<file path="src/rtl/core/pix2x2_pkg.sv">
// Shared widths, register indexes and the block record for the 2x2 pixelate core.
package pix2x2_pkg;

   // Pixel and coordinate widths
   localparam int CHAN_W  = 8;
   localparam int NUM_CH  = 4;
   localparam int PAIR_W  = CHAN_W + 1;
   localparam int SUM_W   = CHAN_W + 2;
   localparam int COORD_W = 11;
   localparam int LINE_W  = NUM_CH * PAIR_W;

   // Configuration port
   localparam int REG_W     = 12;
   localparam int CSR_IDX_W = 1;
   localparam logic [CSR_IDX_W-1:0] CSR_IMAGE_WIDTH  = 1'b0;
   localparam logic [CSR_IDX_W-1:0] CSR_IMAGE_HEIGHT = 1'b1;
   localparam logic [REG_W-1:0]     WIDTH_RESET      = 12'd640;
   localparam logic [REG_W-1:0]     HEIGHT_RESET     = 12'd480;

   // Stream payload widths
   localparam int REQ_TDATA_W = NUM_CH * CHAN_W;
   localparam int RSP_FIELD_W = 2 * COORD_W + NUM_CH * CHAN_W;
   localparam int RSP_TDATA_W = ((RSP_FIELD_W + 7) / 8) * 8;
   localparam int RSP_PAD_W   = RSP_TDATA_W - RSP_FIELD_W;

   // Block queue
   localparam int FIFO_DEPTH = 4;
   localparam int PTR_W      = $clog2(FIFO_DEPTH);
   localparam int LVL_W      = $clog2(FIFO_DEPTH + 1);

   // One finished block: coordinates of its bottom-right pixel and the averages
   typedef struct packed {
      logic [NUM_CH-1:0][CHAN_W-1:0] avg;
      logic [COORD_W-1:0]            y;
      logic [COORD_W-1:0]            x;
   } block_type;

endpackage

</file>
<file path="src/rtl/core/pix2x2_out_seq.sv">
// Block queue and result sequencer: each queued block leaves as four result items.
module pix2x2_out_seq
   import pix2x2_pkg::*;
(
   input  logic                   clock,
   input  logic                   reset,
   input  logic                   push,
   input  block_type              push_blk,
   output logic [LVL_W-1:0]       level,
   output logic                   rsp_tvalid,
   input  logic                   rsp_tready,
   output logic [RSP_TDATA_W-1:0] rsp_tdata,   // out_x, out_y, blue, green, red, alpha, pad
   output logic                   rsp_tlast    // last_of_block
);

   block_type              fifo_ff [FIFO_DEPTH];
   logic [PTR_W-1:0]       wr_ptr_ff, wr_ptr_in;
   logic [PTR_W-1:0]       rd_ptr_ff, rd_ptr_in;
   logic [LVL_W-1:0]       count_ff, count_in;
   logic [1:0]             sub_ff, sub_in;
   logic                   valid_ff, valid_in;
   logic [RSP_TDATA_W-1:0] data_ff, data_in;
   logic                   last_ff, last_in;
   block_type              head;
   logic                   load;
   logic                   pop;

   assign head = fifo_ff[rd_ptr_ff];
   assign load = (count_ff != '0) && (!valid_ff || rsp_tready);
   assign pop  = load && (sub_ff == 2'd3);

   // Advance queue pointers and the sub-item counter
   always_comb begin
      wr_ptr_in = push ? wr_ptr_ff + 1'b1 : wr_ptr_ff;
      rd_ptr_in = pop ? rd_ptr_ff + 1'b1 : rd_ptr_ff;
      count_in  = count_ff + LVL_W'(push) - LVL_W'(pop);
      sub_in    = load ? sub_ff + 1'b1 : sub_ff;
   end

   // Form the next result item; x and y pick the corner of the block
   always_comb begin
      valid_in = valid_ff;
      data_in  = data_ff;
      last_in  = last_ff;
      if (load) begin
         valid_in = 1'b1;
         data_in  = {{RSP_PAD_W{1'b0}}, head.avg,
                     head.y[COORD_W-1:1], sub_ff[1],
                     head.x[COORD_W-1:1], sub_ff[0]};
         last_in  = (sub_ff == 2'd3);
      end else if (rsp_tready) begin
         valid_in = 1'b0;
      end
   end

   // Hold control state
   always_ff @(posedge clock) begin
      if (reset) begin
         wr_ptr_ff <= '0;
         rd_ptr_ff <= '0;
         count_ff  <= '0;
         sub_ff    <= '0;
         valid_ff  <= 1'b0;
      end else begin
         wr_ptr_ff <= wr_ptr_in;
         rd_ptr_ff <= rd_ptr_in;
         count_ff  <= count_in;
         sub_ff    <= sub_in;
         valid_ff  <= valid_in;
      end
   end

   // Hold payload
   always_ff @(posedge clock) begin
      if (push) begin
         fifo_ff[wr_ptr_ff] <= push_blk;
      end
      data_ff <= data_in;
      last_ff <= last_in;
   end

   assign level      = count_ff;
   assign rsp_tvalid = valid_ff;
   assign rsp_tdata  = data_ff;
   assign rsp_tlast  = last_ff;

endmodule

</file>
<file path="config.mk">
export PLATFORM = sky130hd
export DESIGN_NAME = pix2x2_out_seq
export DESIGN_NICKNAME = d
export VERILOG_FILES = /design/src/rtl/core/pix2x2_pkg.sv /design/src/rtl/core/pix2x2_out_seq.sv
export SDC_FILE = /design/constraint.sdc
export NUM_CORES = 1
export LEC_CHECK = 0
export BUFFER_PORTS_ARGS = -buffer_cell sky130_fd_sc_hd__buf_4
export CAP_MARGIN = 20
export CORE_ASPECT_RATIO = 0.9
export CORE_UTILIZATION = 52
export DETAILED_ROUTE_END_ITERATION = 10
export MAX_ROUTING_LAYER = met4
export PLACE_DENSITY = 0.75
export SYNTH_ARGS = -nofsm -noshare
export SYNTH_HDL_FRONTEND = slang
export SYNTH_SLANG_ARGS = --single-unit
</file>
<file path="constraint.sdc">
create_clock -name clock -period 3.46 [get_ports clock]
set_input_delay 0.346 -clock clock [delete_from_list [all_inputs] [get_ports clock]]
set_output_delay 0.346 -clock clock [all_outputs]
set_load 0.02 [all_outputs]
</file>
* Word-level counts from Yosys, hierarchy flattened *
Memories as Yosys holds them, arrays and structs flattened. A register that Yosys moved wholly into a read port is not among the register bits.
Cells that the tools add are included.

operators by class
  muxes and demuxes = 4
  eq/ne operators = 1
  reductions and logical operators = 6
  add/subtract/negate cells = 5

operator list
  operator                                      count
  adder 2 x 1 -> 2 bit (second input constant)  3
  2-to-1 mux 1 bit                              4
  adder 3 x 1 -> 3 bit                          1
  nonzero test 3 bit                            1
  subtractor 3 x 1 -> 3 bit                     1
  == test 2 bit (second input constant)         1
  logical AND 1 bit                             2
  nonzero test 2 bit                            1
  zero test 1 bit                               1
  logical OR 1 bit                              1

word-level totals
  bits in registers = 65
  logic and storage cells = 24
  bits of input ports = 58
  memories kept = 1
  output and inout port bits = 61
  RAM bits = 216

memories
  memory   words  bits a word  rd ports  clocked after memory_dff  wr ports  line                  RTL
  fifo_ff  4      54           1         1                         1         pix2x2_out_seq.sv:16  block_type fifo_ff [FIFO_DEPTH];

* Depth between registers and ports, before layout *
  depth in word-level cells = 5
  gate-level depth with buffers = 10

* Worst setup path before layout *
OpenSTA, ideal clock, no wires.

  kind = register -> register
  start = reg count_ff[1] (netlist: level[1])
  end = reg data_ff[0] (netlist: rsp_tdata[0]) (enable)
  stages on the path, launching flop included = 3
  path buffers = 0
  arrival = 2.951 ns
  required time = 2.992 ns
  setup time = 0.468 ns
  clock period less this slack = 3.419 ns
  slack = 0.041 ns
  cell sequence = dfxtp_1 > nor3_4 > nor2_1

on the way
  cells in the longest elaborated chain, start to end = 2

ends and longest elaborated chain
  element                 line                  RTL
  from (decl)             pix2x2_out_seq.sv:19  logic [LVL_W-1:0] count_ff, count_in;
  from (signal assigned)  pix2x2_out_seq.sv:67  count_ff <= count_in;
  nonzero test 3 bit      pix2x2_out_seq.sv:29  assign load = (count_ff != '0) && (!valid_ff || rsp_tready);
  logical AND 1 bit       pix2x2_out_seq.sv:29
  net load                pix2x2_out_seq.sv:25  logic load;
  to (signal assigned)    pix2x2_out_seq.sv:78  data_ff <= data_in;
  to (decl)               pix2x2_out_seq.sv:22  logic [RSP_TDATA_W-1:0] data_ff, data_in;

The timed path passes the listed nets, and every way through them passes these cells.
A chain may end at the register's enable or synchronous reset.

* Final worst setup path *
  start = reg count_ff[1] (netlist: level[1])
  end = reg count_ff[2] (netlist: level[2])

on the way
  cells in the longest elaborated chain, start to end = 4

ends and longest elaborated chain
  element                    line                  RTL
  nonzero test 3 bit         pix2x2_out_seq.sv:29
  logical AND 1 bit          pix2x2_out_seq.sv:29
  logical AND 1 bit          pix2x2_out_seq.sv:30  assign pop = load && (sub_ff == 2'd3);
  net pop                    pix2x2_out_seq.sv:26  logic pop;
  subtractor 3 x 1 -> 3 bit  pix2x2_out_seq.sv:36  count_in = count_ff + LVL_W'(push) - LVL_W'(pop);

The timed path passes the listed nets, and every way through them passes these cells.

==> results.sh <==
export IMPL_outcome="finished clean"
export IMPL_grt_max_degree=42
export IMPL_core_mm2=0.01835
export IMPL_fmax_mhz=446.1
export IMPL_critPathLaunchType="flop"
export IMPL_wl_met2_mm=7.735
export IMPL_areaGrowthSynthToFinish_pct=21.49
export IMPL_top_layer="met4"
export IMPL_tightest_slew_ns=0.8583
export IMPL_drtAntennaViolNets=0
export IMPL_htree_levels=1
export IMPL_hold_path_class="in2reg"
export IMPL_clk_pin_slew_ns=0.06
export IMPL_comb_power_share_pct=10.8
export IMPL_post_route_min_period_ns=2.242
export IMPL_rrSetupSlack_ns=1.22
export IMPL_route_detailed_drc=0
export IMPL_nets=589
export IMPL_fillCellCount=1236
export IMPL_timing_rr_end="level[2]"
export IMPL_setup_worst_path_end_class="flop"
export IMPL_die_h_um=131.9
export IMPL_cp_max_fo=9
export IMPL_min_delay_path_depth=1
export IMPL_die_area_mm2=0.01929
export IMPL_swShare_pct=22.05
export IMPL_synth_ff_type="edfxtp_1"
export IMPL_place_hpwl_mm=9.423
export IMPL_setup_viol=0
export IMPL_ff2ff_path_depth=9
export IMPL_drive_above_1_share_pct=41.30
export IMPL_ys_seq_area_share_pct=83.12
export IMPL_grt_usage_pct=17.90
export IMPL_cp_cell_sequence="nor3_4 -> nor3b_2 -> ha_1 -> inv_1 -> ha_1 -> fa_1 -> xnor2_1 -> xnor2_1 -> nor2_1"
export IMPL_wl_per_cell_um=20.59
export IMPL_wirelength_mm=16.16
export IMPL_yosysWarnings=0
export IMPL_grt_pass1_vias=4532
export IMPL_r2r_start="level[1]"
export IMPL_synth_cell_types=27
export IMPL_cpLargestDelayFamily="adder cells"
export IMPL_cts_resized=0
export IMPL_p_per_area_mw_per_mm2=662.6
export IMPL_maxCapViolCount=0
export IMPL_cp_num_buf_inv=1
export IMPL_grt_antenna_before_repair=0
export IMPL_synthArstFlopShare_pct=0
export IMPL_hold_start="push_blk[53]"
export IMPL_clkLatencyLatePin_ns=0.52
export IMPL_fp_dieW_um=146.3
export IMPL_start_util_pct=53.10
export IMPL_hold_buffers=0
export IMPL_timing_slew_headroom_pct=42.78
export IMPL_wl_met3_um=871
export IMPL_post_cts_repair_setup_buffers=0
export IMPL_leakagePower_nw=3.992
export IMPL_antenna_cells=0
export IMPL_cts_tree="built"
export IMPL_clkPwrFrac_pct=37.2
export IMPL_slew_violations=0
export IMPL_grt_pass1_wl_mm=25.25
export IMPL_via_per_inst=5.400
export IMPL_io_pins=119
export IMPL_power_share_sequential_pct=52.0
export IMPL_critPathKind="reg2reg"
export IMPL_grt_setup_unrepaired="no"
export IMPL_first_iter_violations=249
export IMPL_critPathSlowestCell="nor3_4"
export IMPL_finalClockSkew_ns=0.01405
export IMPL_post_route_period_util_pct=64.79
export IMPL_netSwitchingPower_mw=1.729
export IMPL_cp_arrival_ns=2.65
export IMPL_peakVddDrop_mv=0.4455
export IMPL_fin_area_mm2=0.01184
export IMPL_synth_edf_count=263
export IMPL_rows=47
export IMPL_fin_setup_tns_ns=0
export IMPL_grt_overflow_total=0
export IMPL_ys_ff_latch=273
export IMPL_port_buffers=114
export IMPL_cts_buffers=27
export IMPL_drt_pass1_iter_count=4
export IMPL_vias=4239
export IMPL_clockBufferDepth=3
export IMPL_clock_sinks=273
export IMPL_place_congestion=0.7112
export IMPL_wl_met1_mm=7.099
export IMPL_whs_endpoint="fifo_ff[3][53]"
export IMPL_finalHoldViolCount=0
export IMPL_root_buffer="clkbuf_16"
export IMPL_critPathMaxStageDelay_ns=0.41
export IMPL_postSynthAreaPerCell_um2=25.11
export IMPL_place_area_mm2=0.01093
export IMPL_cp_required_ns=3.87
export IMPL_netlist_area_mm2=0.009742
export IMPL_syn_inst=388
export IMPL_internal_power_mw=6.113
cell usage in the layout (no fill, tap or decap), types with 5 or more instances in the layout:
cell and count:
buf_12 6, buf_4 115, clkbuf_16 27, clkinv_1 5, dfxtp_1 8, edfxtp_1 263
ha_1 7, inv_1 7, mux4_2 52
final cells by class:
class	instances	area, µm²	area share [%]
sequential	273	8103	68.46
multi-input combinational	93	1515	12.80
tap	245	306.5	2.590
clock buffer	33	738.2	6.237
timing repair buffer	121	983.4	8.310
clock inverter	13	162.7	1.374
inverter	7	26.28	0.2220
sequential cells by signal, indices dropped and copies added, names as in the netlist:
register,flops
fifo_ff,208
rsp_tdata,54
level,3
rd_ptr_ff,2
sub_ff,2
wr_ptr_ff,2
rsp_tlast,1
rsp_tvalid,1
worst max-delay path by stage:
stage                         from           end  slack [ns]  cells past startpoint
final                     level[1]      level[2]        1.22                      9
after global routing      level[1]      level[2]        1.03                      9
after CTS                 level[1]      level[2]        1.22                      9
after detailed placement  level[1]      level[2]        1.24                      9
after global placement    level[1]      level[2]        1.24                      9
after floorplan           level[1]  rsp_tdata[0]        0.04                      2
worst register-to-register path, delay by kind of cell (launching register included):
kind	cells	cell delay (ns)
adder cells (fa/ha/maj)	3	0.83
buffers and inverters	1	0.04
XOR/XNOR	2	0.32
AND/OR/NAND/NOR	3	0.57
flip-flops	1	0.37
kinds of logic (layout without fill, tap and decap cells):
logic type,count (synthesis),count (layout),synth area share (%)
xor gates and xnor gates,3,3,0.2698
AOI/OAI and AO/OA,7,7,0.3853
and+or+nand+nor,19,19,1.349
buffers and inverters,23,174,1.490
other,1,2,0.03849
adders and majority gates,8,8,1.105
muxes,54,54,12.24
DFF,273,273,83.12
per-stage QoR:
step / utilization, % / hold WS, ns / setup WS [ns] / total power, mW / cells
floorplan: - / 0.4278 / 0.04055 / 4.570 / 389
global placement: 59.59 / 0.4359 / 1.236 / 4.981 / 739
detailed placement: 59.59 / 0.4617 / 1.235 / 5.007 / 739
CTS: 64.50 / 0.002228 / 1.216 / 7.926 / 785
global route: 64.50 / 0.005069 / 1.029 / 8.104 / 785
finish: 64.50 / 0.02527 / 1.218 / 7.842 / 785
routing by layer:
layer | track usage [%] | vias up
met4 | 4.977 | 0
met3 | 3.426 | 37
li1 | - | 1882
met1 | 24.74 | 2188
met5 | - | -
met2 | 27.65 | 132
power groups by stage:
stage / combinational (mW) / sequential (mW) / clock, mW
6_report: 0.846 / 4.08 / 2.92
5_1_grt: 0.907 / 4.10 / 3.10
4_1_cts: 0.864 / 4.08 / 2.98
3_5_place_dp: 0.861 / 4.15 / 0
3_3_place_gp: 0.850 / 4.13 / 0
2_1_floorplan: 0.243 / 4.33 / 0
synth_stat cells (2+ instances only):
library cell	n	share of area (%)
edfxtp_1	263	81
mux4_2	52	12
dfxtp_1	10	2.1
ha_1	7	0.90
inv_1	7	0.27
buf_2	5	0.26
buf_6	5	0.58
nor2_1	5	0.19
a21oi_1	4	0.21
and2_1	4	0.26
buf_4	4	0.31
nor2b_1	3	0.19
xnor2_1	3	0.27
clkbuf_1	2	0.077
o21ai_0	2	0.10
Power figures use the tool's default switching activity.
